[src/sv/r12ub_pkg.sv]
// Shared types and constants for the packed raw12 unpacker with peak and box statistics.
// Used by the channel interfaces and by raw12_unpack_with_peak_and_box_core.
// No dependencies.
package r12ub_pkg;

  // Frame size limits.
  localparam int MAX_WIDTH  = 4096;
  localparam int MAX_HEIGHT = 4096;

  // Field widths.
  localparam int BYTE_W   = 8;
  localparam int PIX_W    = 16;
  localparam int GAIN_W   = 7;
  localparam int COORD_W  = 12;
  localparam int DIM_W    = 13;
  localparam int PROD_W   = PIX_W + GAIN_W;
  localparam int CFG_IDX_W  = 3;
  localparam int CFG_DATA_W = 16;

  typedef logic [BYTE_W-1:0]  byte_t;
  typedef logic [PIX_W-1:0]   pix_t;
  typedef logic [GAIN_W-1:0]  gain_t;
  typedef logic [COORD_W-1:0] coord_t;
  typedef logic [DIM_W-1:0]   dim_t;
  typedef logic [PROD_W-1:0]  prod_t;

  // Largest pixel value after saturation.
  localparam pix_t PIX_MAX = '1;

  // Effective frame size bounds.
  localparam dim_t MIN_W_EFF = dim_t'(2);
  localparam dim_t MAX_W_EFF = dim_t'(MAX_WIDTH - (MAX_WIDTH % 2));
  localparam dim_t MIN_H_EFF = dim_t'(1);
  localparam dim_t MAX_H_EFF = dim_t'(MAX_HEIGHT);

  // Register reset values.
  localparam pix_t  RST_BLACK_LEVEL   = pix_t'(0);
  localparam gain_t RST_GAIN          = gain_t'(1);
  localparam pix_t  RST_THRESHOLD     = pix_t'(15000);
  localparam dim_t  RST_FRAME_WIDTH   = dim_t'(4056);
  localparam dim_t  RST_FRAME_HEIGHT  = dim_t'(3040);
  localparam dim_t  RST_BOX_ROW_LIMIT = dim_t'(3040);

  // Configuration register indexes.
  typedef enum logic [CFG_IDX_W-1:0] {
    REG_BLACK_LEVEL   = 3'd0,
    REG_GAIN          = 3'd1,
    REG_THRESHOLD     = 3'd2,
    REG_FRAME_WIDTH   = 3'd3,
    REG_FRAME_HEIGHT  = 3'd4,
    REG_BOX_ROW_LIMIT = 3'd5
  } cfg_reg_t;

endpackage

[src/sv/r12ub_in_if.sv]
// Input channel: one packed three-byte group carrying two 12-bit pixels per transaction.
// Depends on r12ub_pkg.
interface r12ub_in_if;
  import r12ub_pkg::*;

  logic  valid;
  logic  ready;
  byte_t packed_first;
  byte_t packed_second;
  byte_t packed_nibbles;

  modport source (output valid, output packed_first, output packed_second,
                  output packed_nibbles, input ready);
  modport sink   (input valid, input packed_first, input packed_second,
                  input packed_nibbles, output ready);
endinterface

[src/sv/r12ub_out_if.sv]
// Result channel: corrected pixel pair plus frame-end statistics per transaction.
// Depends on r12ub_pkg.
interface r12ub_out_if;
  import r12ub_pkg::*;

  logic   valid;
  logic   ready;
  pix_t   pixel_even;
  pix_t   pixel_odd;
  logic   frame_end;
  pix_t   peak_value;
  coord_t peak_col;
  coord_t peak_row;
  logic   box_seen;
  coord_t box_left;
  coord_t box_right;
  coord_t box_top;
  coord_t box_bottom;

  modport source (output valid, output pixel_even, output pixel_odd, output frame_end,
                  output peak_value, output peak_col, output peak_row, output box_seen,
                  output box_left, output box_right, output box_top, output box_bottom,
                  input ready);
  modport sink   (input valid, input pixel_even, input pixel_odd, input frame_end,
                  input peak_value, input peak_col, input peak_row, input box_seen,
                  input box_left, input box_right, input box_top, input box_bottom,
                  output ready);
endinterface

[src/sv/raw12_unpack_with_peak_and_box_core.sv]
// Packed raw12 unpacker with black level, gain, per-frame peak search and bounding box.
// Depends on r12ub_pkg, r12ub_in_if and r12ub_out_if.
//
// Channel  Direction  Handshake        Payload
// in_chan  in         valid / ready    packed_first, packed_second, packed_nibbles
// out_chan out        valid / ready    pixel pair, frame_end, peak and box statistics
// cfg_*    in         cfg_we only      cfg_index selects register, cfg_data value
//
// One transaction per cycle is sustained while out_chan is ready; each result passes
// through the pixel correction stage, then the statistics and output register.
// rst_n is synchronous and active low; it clears counters, statistics and both stages.
// While out_chan is stalled, the correction stage still holds one more transaction, so
// in_chan.ready drops only once both stages are full.
module raw12_unpack_with_peak_and_box_core (
  input  logic                         clk,
  input  logic                         rst_n,
  r12ub_in_if.sink                     in_chan,
  r12ub_out_if.source                  out_chan,
  input  logic                         cfg_we,
  input  logic [r12ub_pkg::CFG_IDX_W-1:0]  cfg_index,
  input  logic [r12ub_pkg::CFG_DATA_W-1:0] cfg_data
);
  import r12ub_pkg::*;

  // Configuration registers.
  pix_t  black_level_r;
  gain_t gain_r;
  pix_t  threshold_r;
  dim_t  frame_width_r;
  dim_t  frame_height_r;
  dim_t  box_row_limit_r;

  // Frame position counters.
  coord_t col_r, col_nxt;
  coord_t row_r, row_nxt;

  // Correction stage.
  logic   s1_valid_r;
  pix_t   s1_p1_r, s1_p2_r;
  coord_t s1_col_r, s1_row_r;
  logic   s1_last_r;
  logic   s1_in_box_r;

  // Statistics state.
  pix_t   peak_r;
  coord_t peak_col_r, peak_row_r;
  logic   box_flag_r;
  coord_t box_left_r, box_right_r, box_top_r, box_bottom_r;

  // Output register.
  logic   out_valid_r;
  pix_t   out_pixel_even_r, out_pixel_odd_r;
  logic   out_frame_end_r;
  pix_t   out_peak_value_r;
  coord_t out_peak_col_r, out_peak_row_r;
  logic   out_box_seen_r;
  coord_t out_box_left_r, out_box_right_r, out_box_top_r, out_box_bottom_r;

  logic in_take;
  logic out_free;
  logic s1_adv;

  // Pipeline handshake: the output register loads when empty or being drained.
  assign out_free      = !out_valid_r || out_chan.ready;
  assign s1_adv        = s1_valid_r && out_free;
  assign in_chan.ready = !s1_valid_r || out_free;
  assign in_take       = in_chan.valid && in_chan.ready;

  // Configuration writes; unknown indexes are ignored.
  always_ff @(posedge clk) begin
    if (!rst_n) begin
      black_level_r   <= RST_BLACK_LEVEL;
      gain_r          <= RST_GAIN;
      threshold_r     <= RST_THRESHOLD;
      frame_width_r   <= RST_FRAME_WIDTH;
      frame_height_r  <= RST_FRAME_HEIGHT;
      box_row_limit_r <= RST_BOX_ROW_LIMIT;
    end else if (cfg_we) begin
      case (cfg_index)
        REG_BLACK_LEVEL:   black_level_r   <= cfg_data[PIX_W-1:0];
        REG_GAIN:          gain_r          <= cfg_data[GAIN_W-1:0];
        REG_THRESHOLD:     threshold_r     <= cfg_data[PIX_W-1:0];
        REG_FRAME_WIDTH:   frame_width_r   <= cfg_data[DIM_W-1:0];
        REG_FRAME_HEIGHT:  frame_height_r  <= cfg_data[DIM_W-1:0];
        REG_BOX_ROW_LIMIT: box_row_limit_r <= cfg_data[DIM_W-1:0];
        default: ;
      endcase
    end
  end

  // Pixel assembly: high byte plus nibble, left-justified to 16 bits.
  pix_t raw1, raw2;
  assign raw1 = {in_chan.packed_first,  in_chan.packed_nibbles[3:0], 4'b0000};
  assign raw2 = {in_chan.packed_second, in_chan.packed_nibbles[7:4], 4'b0000};

  // Black level subtraction with clamp, gain, and saturation.
  pix_t  diff1, diff2;
  prod_t prod1, prod2;
  pix_t  corr1, corr2;
  always_comb begin
    diff1 = (raw1 > black_level_r) ? raw1 - black_level_r : '0;
    diff2 = (raw2 > black_level_r) ? raw2 - black_level_r : '0;
    prod1 = prod_t'(diff1) * prod_t'(gain_r);
    prod2 = prod_t'(diff2) * prod_t'(gain_r);
    corr1 = (prod1[PROD_W-1:PIX_W] != '0) ? PIX_MAX : prod1[PIX_W-1:0];
    corr2 = (prod2[PROD_W-1:PIX_W] != '0) ? PIX_MAX : prod2[PIX_W-1:0];
  end

  // Effective frame size and end-of-row and end-of-frame detection.
  dim_t w_even, w_eff, h_eff;
  logic last_row_item, last_item;
  always_comb begin
    w_even = {frame_width_r[DIM_W-1:1], 1'b0};
    if (w_even < MIN_W_EFF) begin
      w_eff = MIN_W_EFF;
    end else if (w_even > MAX_W_EFF) begin
      w_eff = MAX_W_EFF;
    end else begin
      w_eff = w_even;
    end
    if (frame_height_r < MIN_H_EFF) begin
      h_eff = MIN_H_EFF;
    end else if (frame_height_r > MAX_H_EFF) begin
      h_eff = MAX_H_EFF;
    end else begin
      h_eff = frame_height_r;
    end
    last_row_item = ({1'b0, col_r} + dim_t'(2)) >= w_eff;
    last_item     = last_row_item && (({1'b0, row_r} + dim_t'(1)) >= h_eff);
    if (last_row_item) begin
      col_nxt = '0;
      row_nxt = last_item ? '0 : row_r + coord_t'(1);
    end else begin
      col_nxt = col_r + coord_t'(2);
      row_nxt = row_r;
    end
  end

  // Position counters advance on each accepted input transaction.
  always_ff @(posedge clk) begin
    if (!rst_n) begin
      col_r <= '0;
      row_r <= '0;
    end else if (in_take) begin
      col_r <= col_nxt;
      row_r <= row_nxt;
    end
  end

  // Correction stage register.
  always_ff @(posedge clk) begin
    if (!rst_n) begin
      s1_valid_r <= 1'b0;
    end else if (in_take) begin
      s1_valid_r <= 1'b1;
    end else if (s1_adv) begin
      s1_valid_r <= 1'b0;
    end
    if (in_take) begin
      s1_p1_r     <= corr1;
      s1_p2_r     <= corr2;
      s1_col_r    <= col_r;
      s1_row_r    <= row_r;
      s1_last_r   <= last_item;
      s1_in_box_r <= {1'b0, row_r} < box_row_limit_r;
    end
  end

  // Peak update: first strict maximum among first pixels of even rows.
  pix_t   peak_nxt;
  coord_t peak_col_nxt, peak_row_nxt;
  always_comb begin
    if (!s1_row_r[0] && (s1_p1_r > peak_r)) begin
      peak_nxt     = s1_p1_r;
      peak_col_nxt = s1_col_r;
      peak_row_nxt = s1_row_r;
    end else begin
      peak_nxt     = peak_r;
      peak_col_nxt = peak_col_r;
      peak_row_nxt = peak_row_r;
    end
  end

  // Bounding box update: the first pixel is applied, then the second.
  logic   hit1, hit2;
  coord_t col_odd;
  logic   box_flag_nxt;
  coord_t box_left_nxt, box_right_nxt, box_top_nxt, box_bottom_nxt;
  always_comb begin
    hit1    = s1_in_box_r && (s1_p1_r > threshold_r);
    hit2    = s1_in_box_r && (s1_p2_r > threshold_r);
    col_odd = s1_col_r + coord_t'(1);
    box_flag_nxt   = box_flag_r;
    box_left_nxt   = box_left_r;
    box_right_nxt  = box_right_r;
    box_top_nxt    = box_top_r;
    box_bottom_nxt = box_bottom_r;
    if (hit1) begin
      if (!box_flag_nxt) begin
        box_flag_nxt   = 1'b1;
        box_left_nxt   = s1_col_r;
        box_right_nxt  = s1_col_r;
        box_top_nxt    = s1_row_r;
        box_bottom_nxt = s1_row_r;
      end else begin
        if (s1_col_r < box_left_nxt)   box_left_nxt   = s1_col_r;
        if (s1_col_r > box_right_nxt)  box_right_nxt  = s1_col_r;
        if (s1_row_r < box_top_nxt)    box_top_nxt    = s1_row_r;
        if (s1_row_r > box_bottom_nxt) box_bottom_nxt = s1_row_r;
      end
    end
    if (hit2) begin
      if (!box_flag_nxt) begin
        box_flag_nxt   = 1'b1;
        box_left_nxt   = col_odd;
        box_right_nxt  = col_odd;
        box_top_nxt    = s1_row_r;
        box_bottom_nxt = s1_row_r;
      end else begin
        if (col_odd < box_left_nxt)    box_left_nxt   = col_odd;
        if (col_odd > box_right_nxt)   box_right_nxt  = col_odd;
        if (s1_row_r < box_top_nxt)    box_top_nxt    = s1_row_r;
        if (s1_row_r > box_bottom_nxt) box_bottom_nxt = s1_row_r;
      end
    end
  end

  // Statistics state; the peak restarts after each frame, the box only at reset.
  always_ff @(posedge clk) begin
    if (!rst_n) begin
      peak_r       <= '0;
      peak_col_r   <= '0;
      peak_row_r   <= '0;
      box_flag_r   <= 1'b0;
      box_left_r   <= '0;
      box_right_r  <= '0;
      box_top_r    <= '0;
      box_bottom_r <= '0;
    end else if (s1_adv) begin
      if (s1_last_r) begin
        peak_r     <= '0;
        peak_col_r <= '0;
        peak_row_r <= '0;
      end else begin
        peak_r     <= peak_nxt;
        peak_col_r <= peak_col_nxt;
        peak_row_r <= peak_row_nxt;
      end
      box_flag_r   <= box_flag_nxt;
      box_left_r   <= box_left_nxt;
      box_right_r  <= box_right_nxt;
      box_top_r    <= box_top_nxt;
      box_bottom_r <= box_bottom_nxt;
    end
  end

  // Output register; statistics fields read zero except on the frame's last transaction.
  logic show_box;
  assign show_box = s1_last_r && box_flag_nxt;

  always_ff @(posedge clk) begin
    if (!rst_n) begin
      out_valid_r <= 1'b0;
    end else if (s1_adv) begin
      out_valid_r <= 1'b1;
    end else if (out_chan.ready) begin
      out_valid_r <= 1'b0;
    end
    if (s1_adv) begin
      out_pixel_even_r <= s1_p1_r;
      out_pixel_odd_r  <= s1_p2_r;
      out_frame_end_r  <= s1_last_r;
      out_peak_value_r <= s1_last_r ? peak_nxt     : '0;
      out_peak_col_r   <= s1_last_r ? peak_col_nxt : '0;
      out_peak_row_r   <= s1_last_r ? peak_row_nxt : '0;
      out_box_seen_r   <= show_box;
      out_box_left_r   <= show_box ? box_left_nxt   : '0;
      out_box_right_r  <= show_box ? box_right_nxt  : '0;
      out_box_top_r    <= show_box ? box_top_nxt    : '0;
      out_box_bottom_r <= show_box ? box_bottom_nxt : '0;
    end
  end

  assign out_chan.valid      = out_valid_r;
  assign out_chan.pixel_even = out_pixel_even_r;
  assign out_chan.pixel_odd  = out_pixel_odd_r;
  assign out_chan.frame_end  = out_frame_end_r;
  assign out_chan.peak_value = out_peak_value_r;
  assign out_chan.peak_col   = out_peak_col_r;
  assign out_chan.peak_row   = out_peak_row_r;
  assign out_chan.box_seen   = out_box_seen_r;
  assign out_chan.box_left   = out_box_left_r;
  assign out_chan.box_right  = out_box_right_r;
  assign out_chan.box_top    = out_box_top_r;
  assign out_chan.box_bottom = out_box_bottom_r;

  // The column counter moves two pixels at a time and so stays even.
  a_col_even: assert property (@(posedge clk) disable iff (!rst_n) !col_r[0])
    else $error("column counter is odd");

  // A reported peak of zero never carries a position.
  a_peak_zero_pos: assert property (@(posedge clk) disable iff (!rst_n)
    out_valid_r && (out_peak_value_r == '0) |->
      (out_peak_col_r == '0) && (out_peak_row_r == '0))
    else $error("zero peak reported with a position");

  // A reported box is well ordered.
  a_box_order: assert property (@(posedge clk) disable iff (!rst_n)
    out_valid_r && out_box_seen_r |->
      (out_box_left_r <= out_box_right_r) && (out_box_top_r <= out_box_bottom_r))
    else $error("bounding box corners out of order");

  // Once set, the box flag stays set until reset.
  a_box_sticky: assert property (@(posedge clk) disable iff (!rst_n)
    box_flag_r |=> box_flag_r)
    else $error("box flag cleared without reset");

  // A transaction waiting in the correction stage moves on as soon as the output frees.
  a_s1_drains: assert property (@(posedge clk) disable iff (!rst_n)
    s1_valid_r && out_free && !in_take |=> !s1_valid_r && out_valid_r)
    else $error("correction stage failed to advance");

endmodule
[src/flat_wrapper.sv]
// flat-port wrapper written by rule: the top's interface ports become plain ports
module raw12_unpack_with_peak_and_box_core_flat import r12ub_pkg::*;
  (clk, rst_n, cfg_we, cfg_index, cfg_data, in_chan_valid, in_chan_packed_first, in_chan_packed_second, in_chan_packed_nibbles, in_chan_ready, out_chan_valid, out_chan_pixel_even, out_chan_pixel_odd, out_chan_frame_end, out_chan_peak_value, out_chan_peak_col, out_chan_peak_row, out_chan_box_seen, out_chan_box_left, out_chan_box_right, out_chan_box_top, out_chan_box_bottom, out_chan_ready);
  r12ub_in_if in_chan_i ();
  r12ub_out_if out_chan_i ();
  input  logic clk;
  input  logic rst_n;
  input  logic cfg_we;
  input  logic [r12ub_pkg::CFG_IDX_W-1:0] cfg_index;
  input  logic [r12ub_pkg::CFG_DATA_W-1:0] cfg_data;
  input wire logic [$bits(in_chan_i.valid)-1:0] in_chan_valid;
  input wire logic [$bits(in_chan_i.packed_first)-1:0] in_chan_packed_first;
  input wire logic [$bits(in_chan_i.packed_second)-1:0] in_chan_packed_second;
  input wire logic [$bits(in_chan_i.packed_nibbles)-1:0] in_chan_packed_nibbles;
  output wire logic [$bits(in_chan_i.ready)-1:0] in_chan_ready;
  output wire logic [$bits(out_chan_i.valid)-1:0] out_chan_valid;
  output wire logic [$bits(out_chan_i.pixel_even)-1:0] out_chan_pixel_even;
  output wire logic [$bits(out_chan_i.pixel_odd)-1:0] out_chan_pixel_odd;
  output wire logic [$bits(out_chan_i.frame_end)-1:0] out_chan_frame_end;
  output wire logic [$bits(out_chan_i.peak_value)-1:0] out_chan_peak_value;
  output wire logic [$bits(out_chan_i.peak_col)-1:0] out_chan_peak_col;
  output wire logic [$bits(out_chan_i.peak_row)-1:0] out_chan_peak_row;
  output wire logic [$bits(out_chan_i.box_seen)-1:0] out_chan_box_seen;
  output wire logic [$bits(out_chan_i.box_left)-1:0] out_chan_box_left;
  output wire logic [$bits(out_chan_i.box_right)-1:0] out_chan_box_right;
  output wire logic [$bits(out_chan_i.box_top)-1:0] out_chan_box_top;
  output wire logic [$bits(out_chan_i.box_bottom)-1:0] out_chan_box_bottom;
  input wire logic [$bits(out_chan_i.ready)-1:0] out_chan_ready;
  assign in_chan_i.valid = in_chan_valid;
  assign in_chan_i.packed_first = in_chan_packed_first;
  assign in_chan_i.packed_second = in_chan_packed_second;
  assign in_chan_i.packed_nibbles = in_chan_packed_nibbles;
  assign in_chan_ready = in_chan_i.ready;
  assign out_chan_valid = out_chan_i.valid;
  assign out_chan_pixel_even = out_chan_i.pixel_even;
  assign out_chan_pixel_odd = out_chan_i.pixel_odd;
  assign out_chan_frame_end = out_chan_i.frame_end;
  assign out_chan_peak_value = out_chan_i.peak_value;
  assign out_chan_peak_col = out_chan_i.peak_col;
  assign out_chan_peak_row = out_chan_i.peak_row;
  assign out_chan_box_seen = out_chan_i.box_seen;
  assign out_chan_box_left = out_chan_i.box_left;
  assign out_chan_box_right = out_chan_i.box_right;
  assign out_chan_box_top = out_chan_i.box_top;
  assign out_chan_box_bottom = out_chan_i.box_bottom;
  assign out_chan_i.ready = out_chan_ready;
  raw12_unpack_with_peak_and_box_core u_core (.clk(clk), .rst_n(rst_n), .in_chan(in_chan_i), .out_chan(out_chan_i), .cfg_we(cfg_we), .cfg_index(cfg_index), .cfg_data(cfg_data));
endmodule
[config.mk]
export PLATFORM = sky130hd
export DESIGN_NAME = raw12_unpack_with_peak_and_box_core_flat
export DESIGN_NICKNAME = d
export VERILOG_FILES = /design/src/sv/r12ub_pkg.sv /design/src/sv/r12ub_in_if.sv /design/src/sv/r12ub_out_if.sv /design/src/sv/raw12_unpack_with_peak_and_box_core.sv /design/src/flat_wrapper.sv
export SDC_FILE = /design/constraint.sdc
export NUM_CORES = 1
export LEC_CHECK = 0
export ABC_AREA = 1
export ABC_CLOCK_PERIOD_IN_PS = 23100
export BUFFER_PORTS_ARGS = -buffer_cell sky130_fd_sc_hd__clkbuf_2
export CAP_MARGIN = 15
export CELL_PAD_IN_SITES_DETAIL_PLACEMENT = 1
export CELL_PAD_IN_SITES_GLOBAL_PLACEMENT = 1
export CORE_MARGIN = 2
export CORE_UTILIZATION = 50
export CTS_CLUSTER_DIAMETER = 100
export DETAILED_ROUTE_END_ITERATION = 8
export HOLD_SLACK_MARGIN = 0.1
export PLACE_DENSITY_LB_ADDON = 0.1
export SYNTH_ARGS = -nofsm -noshare
export SYNTH_HDL_FRONTEND = slang
export SYNTH_SLANG_ARGS = --single-unit
[constraint.sdc]
create_clock -name clk -period 23.1 [get_ports clk]
set_input_delay 6.93 -clock clk [delete_from_list [all_inputs] [get_ports clk]]
set_output_delay 6.93 -clock clk [all_outputs]
set_load 0.005 [all_outputs]
[After elaboration in Yosys (flattened, before gate mapping)]
Index checks and enable logic that the tools add are counted.
Storage, ports and cells
  bits in registers: 373
  bits of input ports: 48
  word-level logic and storage cells: 137
Operators by class
  muxes and demuxes: 44
  equality and inequality tests: 5
  order comparisons: 20
  multipliers: 2
  $add $sub $neg: 7
  reductions and logical operators: 24
Operator list (number)
  2-to-1 mux 12 bit: 30
  greater-than comparator 16 bit: 5
  2-to-1 mux 16 bit: 4
  2-to-1 mux 13 bit: 4
  greater-than comparator 12 bit: 4
  less-than comparator 12 bit: 4
  multiplier 16 x 7 -> 23 bit: 2
  subtractor 16 bit: 2
  >= comparator 13 bit: 2
  greater-than comparator 13 bit (second input constant): 2
  adder 12 x 1 -> 12 bit (second input constant): 2
  AND reduction 2 bit: 7
  nonzero test 7 bit: 2
  adder 12 x 1 -> 13 bit (second input constant): 1
  adder 12 x 2 -> 13 bit (second input constant): 1
  less-than comparator 12 x 13 -> 1 bit: 1
  less-than comparator 13 x 1 -> 1 bit (second input constant): 1
  less-than comparator 13 x 2 -> 1 bit (second input constant): 1
  adder 12 x 2 -> 12 bit (second input constant): 1
  logical AND 1 bit: 7
  equality test 3 x 2 -> 1 bit (second input constant): 2
  equality test 3 bit (second input constant): 2
  2-to-1 mux 1 bit: 6
  nonzero test 2 bit: 2
  other kinds (4): 7

[Logic depth before layout (Yosys ltp)]
Gate-level depths: netlist of run 1.
  word-level depth: 8
  depth in mapped cells: 38
  gate-level depth less buffers: 36

[Worst setup path after synthesis of run 1]
OpenSTA, ideal clock, no wires.
  kind: in2out
  from: in out_chan_ready
  to: out in_chan_ready
  data arrival time: 7079 ps
  cell stages on the path: 2
  path slack: 9091 ps
  path buffers: 0
  path through: inv_1 > nand3_1
Between the ends
  cells in the longest elaborated chain, start to end: 2
RTL lines
  start: declaration: RTL line flat_wrapper.sv:28  | input wire logic [$bits(out_chan_i.ready)-1:0] out_chan_ready;
  logical OR 1 bit: RTL line raw12_unpack_with_peak_and_box_core.sv:64  | assign out_free = !out_valid_r || out_chan.ready;
  logical OR 1 bit: RTL line raw12_unpack_with_peak_and_box_core.sv:66  | assign in_chan.ready = !s1_valid_r || out_free;
  end: declaration: RTL line flat_wrapper.sv:15  | output wire logic [$bits(in_chan_i.ready)-1:0] in_chan_ready;
No other way between the ends.

[Final worst setup path of run 1]
Same ends and word-level chain as after synthesis.

==> metrics.yaml, run 1 <==
yosys:
  syn_area_um2: 27100
  syn_nets: 3843
  ys_seq_elements: 370
  synthDistinctLibCells: 53
  syn_area_per_cell_um2: 8.033
  syn_inst: 3374
  seq_area_frac_synth_pct: 33.94
  yosysWarnings: 0
finish:
  fillCellCount: 6550
  fin_nets: 3951
  area_growth_syn_to_layout_pct: 10.44
  drive_gt1_share_pct: 9.386
  diodes: 0
  fin_area_um2: 29940
cts:
  clk_latency_ns: 0.59
  clock_path_buffers: 3
  path_clk_slew_ns: 0.06
  cts_hold_buffers: 0
  htree_levels: 2
  ctsResizeCount: 0
  cts_setup_buffers: 0
  cts_tree: "yes"
  numClockSinks: 370
  cts_root_buf: "clkbuf_16"
  cts-buffers-inserted: 42
timing:
  worst_pin_slew_ns: 1.086
  setup_tns_ns: 0
  relSlewSlack_pct: 27.12
  final.period_utilization_pct: 61.74
  fin_skew_ns: 0.03342
  drv_slew: 0
  fmax_ghz: 0.07012
  period_minus_slack_ns: 14.26
  rsz0062_at_grt: "no"
  hold_viol: 0
  setup_viol: 0
worst_setup_path:
  startpoint_type: "input port"
  endpoint_kind: "primary output"
  cp.arrival_ns: 7.33
  path_max_fanout: 3
  path_class: "input port to primary output"
  required_ns: 16.17
die:
  dieArea_um2: 56090
  start_util_pct: 50.47
  die_w_um: 236.8
  num_rows: 85
  die_h_um: 236.8
  io_pins: 172
  core_area_um2: 53710
routing:
  totalWireLength_um: 86520
  drc_errors: 0
  wire_per_inst_um: 20.54
  first_iter_violations: 1222
  dr_total_vias: 23873
  vias_per_cell: 5.668
  dr.pass1.iters: 8
  ant_nets: 0
global_route:
  grt-ovfl-total: 0
  grtUsageTotal_pct: 30.86
  grt_pass1_wl_um: 137500
  grt_max_degree: 104
  first_global_vias: 26211
  grt_antenna_before_repair: 2
worst_hold_path:
  holdCritPathClass: "flip-flop to flip-flop"
placed_design:
  portBuffers: 171
  place_area_um2: 28460
  routabilityCongestion: 0.9351
  dp_hpwl_um: 65700
outcome:
  status: "finished clean"
power_and_ir_drop:
  power.leakage_nw: 14.23
  finalPower_mw: 2.342
  cellPowerDensity_nw_per_um2: 78.25
  worst_ir_drop_vdd_mv: 0.05758
flow_run:
  cap_violations: 0
-- per-layer routing --
metal	wire length (um)	part of all wire, %	global-route usage (%)	vias up
met5	3	0.0035	0	-
met4	4371	5.1	15.19	2
met3	2829	3.3	2.996	224
met2	45330	52	57.95	525
met1	33990	39	34.80	11899
li1	-	-	-	11223
-- per-stage QoR --
step	setup WS (ns)	utilization, %	cells	hold slack, ns
finish	8.839	55.74	4212	0.4600
global route	8.658	55.74	4212	0.4876
CTS	8.836	55.69	4211	0.4635
detailed placement	8.702	53.00	4133	0.4549
global placement	8.880	53.00	4133	0.4394
floorplan	9.091	-	3374	0.4253
-- layout make-up --
class	instances	area [um^2]	area share, %
clock buffers	55	1150	3.841
clock inverters	23	294.0	0.9822
inverters	507	1908	6.374
multi-input cells	2376	15530	51.89
flip-flops and latches	370	9199	30.73
well taps	696	870.8	2.909
repair buffers	185	980.9	3.277
-- critical path, stage by stage --
cell and delay [ns]:
clkbuf_2 0.08, inv_1 0.06, nand3_1 0.11, clkbuf_2 0.14
-- state kept, by name, indices dropped and copies added, names as in the netlist, 13 cells and up --
name and count:
u_core.box_row_limit_r 13, u_core.s1_p2_r 16, u_core.threshold_r 16, u_core.s1_p1_r 16
u_core.out_chan.pixel_even 16, u_core.black_level_r 16, u_core.out_chan.peak_value 16, u_core.out_chan.pixel_odd 16
u_core.peak_r 16, u_core.frame_height_r 13
-- Yosys cell counts (all sizes together) --
cell       n  area, um^2
a2111oi    1       8.760
a211oi     5       37.54
a21boi     2       18.77
a21o       4       30.03
a21oi    295        1484
a221o      2       20.02
a22oi      1       7.510
a31o       1       8.760
a31oi      5       31.28
a41oi      1       8.760
and2       5       31.28
buf       15       82.57
clkbuf   106       397.9
clkinv     5       18.77
dfxtp    191        3824
edfxtp   179        5375
fa       138        2763
ha       283        3541
inv      502        1884
nand2    679        2561
nand3    147       735.7
nand3b     5       37.54
nand4     45       281.5
nor2     341        1300
nor3      38       190.2
nor3b      1       7.510
nor4      10       62.56
nor4b      1       8.760
o2111ai    7       61.31
o211ai    37       277.8
o21a       3       22.52
o21ai    182       914.6
o21bai     6       48.80
o221a      1       11.26
o31ai      4       30.03
o32ai      4       35.03
o41ai      1       8.760
or2       52       325.3
xnor2     25       219.0
xor2      44       392.9
-- worst paths after layout --
check | startpoint | to | slack (ns) | cells past startpoint
setup / recovery | out_chan_ready | in_chan_ready | 8.84 | 4
hold / removal | u_core.peak_col_r[9] | u_core.peak_col_r[9] | 0.46 | 2
setup reg to reg | u_core.black_level_r[5] | u_core.s1_p1_r[6] | 15.25 | 30
hold reg to reg | u_core.peak_col_r[9] | u_core.peak_col_r[9] | 0.46 | 2
-- power by group --
part           leakage (nW)  switching (mW)  internal [mW]
Sequential             3.28          0.0555          0.773
Clock                 0.699           0.291          0.421
Combinational          10.2           0.544          0.259
-- logic make-up after synthesis --
logic type | after synthesis | share of synthesized area, %
adders and majority gates | 421 | 23.26
AOI/OAI and AO/OA | 562 | 11.31
and+or+nand+nor | 1324 | 20.45
DFF | 370 | 33.94
xor gates and xnor gates | 69 | 2.257
buffers and inverters | 628 | 8.794
-- placed cells by master, fill, tap and decap left out, types with 6 or more instances in the layout --
cell type    n
o21ai_0    175
o211ai_1    37
clkbuf_1     8
nor2_2       6
clkbuf_2   170
inv_1      496
xnor2_1     25
ha_1       283
clkinv_1    10
edfxtp_1   179
bufinv_16    6
nor2_1     334
dfxtp_1    191
clkbuf_16   42
o2111ai_1    7
buf_4       13
o21ai_1      6
nand4_1     45
xor2_1      43
nand2_2      6
nand3_1    147
a21oi_1    293
or2_2       52
nor3_1      37
nor4_1      10
fa_1       138
nand2_1    673
No activity file was read; power rests on OpenSTA's default activity.
==> run 2, diff against run 1 <==
--- a/config.mk
+++ b/config.mk
@@ -6,13 +6,13 @@
 export NUM_CORES = 1
 export LEC_CHECK = 0
 export ABC_AREA = 1
-export ABC_CLOCK_PERIOD_IN_PS = 23100
+export ABC_CLOCK_PERIOD_IN_PS = 11500
 export BUFFER_PORTS_ARGS = -buffer_cell sky130_fd_sc_hd__clkbuf_2
 export CAP_MARGIN = 15
 export CELL_PAD_IN_SITES_DETAIL_PLACEMENT = 1
 export CELL_PAD_IN_SITES_GLOBAL_PLACEMENT = 1
 export CORE_MARGIN = 2
-export CORE_UTILIZATION = 50
+export CORE_UTILIZATION = 42
 export CTS_CLUSTER_DIAMETER = 100
 export DETAILED_ROUTE_END_ITERATION = 8
 export HOLD_SLACK_MARGIN = 0.1
==> constraint.sdc (replaced) <==
create_clock -name clk -period 11.5 [get_ports clk]
set_input_delay 3.45 -clock clk [delete_from_list [all_inputs] [get_ports clk]]
set_output_delay 3.45 -clock clk [all_outputs]
set_load 0.005 [all_outputs]
==> metrics.yaml, run 2 (same netlist as run 1, synthesis figures left out) <==
worst_setup_path:
  max_stage_delay_ns: 0.56  # +0.42 ns
  endpoint_kind: "flip-flop"
  path_class: "input port to flip-flop"
  cp_slowest_cell: "fa_1"
  cp.arrival_ns: 10.40  # +3.07 ns
  required_ns: 11.78  # -4.39 ns
  startpoint_type: "input port"
  path_max_fanout: 16  # +13
power_and_ir_drop:
  cellPowerDensity_nw_per_um2: 154.8  # +98%
  power_frac_seq_pct: 35.5  # about the same
  internal-power_mw: 2.940  # +100%
  worst_ir_drop_vdd_mv: 0.1089  # +89%
  switchingPower_mw: 1.741  # +96%
  p_comb_share_pct: 33.4  # -0.9 points
  netSwitchingFraction_pct: 37.19  # -0.79 points
  finalPower_mw: 4.681  # +100%
  clkPwrFrac_pct: 31.1  # +0.7 points
  power.leakage_nw: 14.28  # +0.42%
placed_design:
  routabilityCongestion: 0.8824  # -5.6%
  dp_hpwl_um: 64420  # -1.9%
  portBuffers: 171  # unchanged
  place_area_um2: 28710  # +0.86%
global_route:
  first_global_vias: 25194  # -3.9%
  grt-ovfl-total: 0  # unchanged
  grt_max_degree: 93  # -11%
  grt_pass1_wl_um: 133600  # -2.8%
  grtUsageTotal_pct: 25.15  # -5.7 points
  grt_antenna_before_repair: 2  # unchanged
finish:
  fin_nets: 3959  # +0.20%
  area_growth_syn_to_layout_pct: 11.56
  final_common_cell: "nand2_1"
  layout_common_cells: "nand2_1 (673), inv_1 (496), nor2_1 (334)"
  fin_area_um2: 30240  # +1.0%
  drive_gt1_share_pct: 9.529  # +0.14 points
die:
  die_w_um: 258.0  # +9.0%
  num_rows: 93  # +9.4%
  core_area_um2: 64120  # +19%
  dieArea_um2: 66580  # +19%
  start_util_pct: 42.28  # -8.2 points
  io_pins: 172  # unchanged
  die_h_um: 258.0  # +9.0%
routing:
  wl_met2_um: 42930  # -5.3%
  top_layer: "met4"
  ant_nets: 0  # unchanged
  vias_per_cell: 5.293  # -6.6%
  first_iter_violations: 1095  # -10%
  wl_met1_um: 35180  # +3.5%
  dr_total_vias: 23195  # -2.8%
  dr.pass1.iters: 5  # -3
  dr_wl_met3_um: 2357  # -17%
  drc_errors: 0  # unchanged
  totalWireLength_um: 83630  # -3.3%
  wire_per_inst_um: 19.08  # -7.1%
cts:
  cts_root_buf: "clkbuf_16"
  ctsResizeCount: 0  # unchanged
  numClockSinks: 370  # unchanged
  htree_levels: 2  # unchanged
  path_clk_slew_ns: 0.06  # about the same
  cts_setup_buffers: 0  # unchanged
  clk_latency_ns: 0.58  # about the same
  cts-buffers-inserted: 45  # +7.1%
  cts_hold_buffers: 0  # unchanged
  clock_path_buffers: 3  # unchanged
  cts_tree: "yes"
timing:
  period_minus_slack_ns: 10.12
  relSlewSlack_pct: 26.56  # -0.56 points
  final.period_utilization_pct: 88.04
  setup_viol: 0  # unchanged
  hold_viol: 0  # unchanged
  worst_pin_slew_ns: 1.100  # +0.01392 ns
  setup_tns_ns: 0  # unchanged
  rsz0062_at_grt: "no"
  drv_slew: 0  # unchanged
  fin_skew_ns: 0.02043  # -0.01299 ns
  fmax_ghz: 0.09877
outcome:
  status: "finished clean"
worst_hold_path:
  holdCritPathClass: "flip-flop to flip-flop"
flow_run:
  cap_violations: 0  # unchanged
run 2: final timing paths:
kind	to	slack, ns	from	cells after the start
worst max-delay path	u_core.s1_p1_r[0]	1.38	in_chan_packed_nibbles[1]	29
worst min-delay path	u_core.peak_row_r[0]	0.46	u_core.peak_row_r[0]	2
worst max register to register	u_core.s1_p1_r[0]	3.96	u_core.black_level_r[5]	29
worst min register to register	u_core.peak_row_r[0]	0.46	u_core.peak_row_r[0]	2
run 2: through the flow:
stage	util (%)	hold WS, ns	cells	worst slack (ns)
after detailed placement	44.77	0.4539	4298	0.8006
after floorplan	-	0.4253	3374	2.160
final	47.16	0.4582	4382	1.375
after global routing	47.16	0.4835	4381	0.8608
after CTS	47.16	0.4622	4381	1.374
after global placement	44.77	0.4399	4298	1.059
run 2: critical path: cells and delay by family:
family	cells	cell delay (ns)
xor gates and xnor gates	1	0.15
adders and majority gates	6	2.77
and+or+nand+nor	10	2.41
AOI/OAI and AO/OA	7	1.11
buffers and inverters	5	0.50
run 2: routing by layer:
metal,global-route usage [%],up-vias
li1,-,11237
met1,29.30,11437
met2,47.24,359
met3,2.680,162
met4,9.377,0
met5,0,-
run 2: cell type report:
type	count	area (um^2)
antenna	1	2.502
clock buffer	72	1415
clock inverter	11	113.9
fill	7882	33880
inverter	507	1908
multi-input combinational	2376	15530
sequential	370	9199
tap	855	1070
timing repair buffer	190	998.5
run 2: power by group through the flow:
stage	Sequential (mW)	Clock [mW]	Combinational, mW
2_1_floorplan	1.63	0	1.12
3_3_place_gp	1.69	0	1.49
3_5_place_dp	1.69	0	1.57
4_1_cts	1.66	1.49	1.58
5_1_grt	1.67	1.54	1.80
6_report	1.66	1.46	1.56
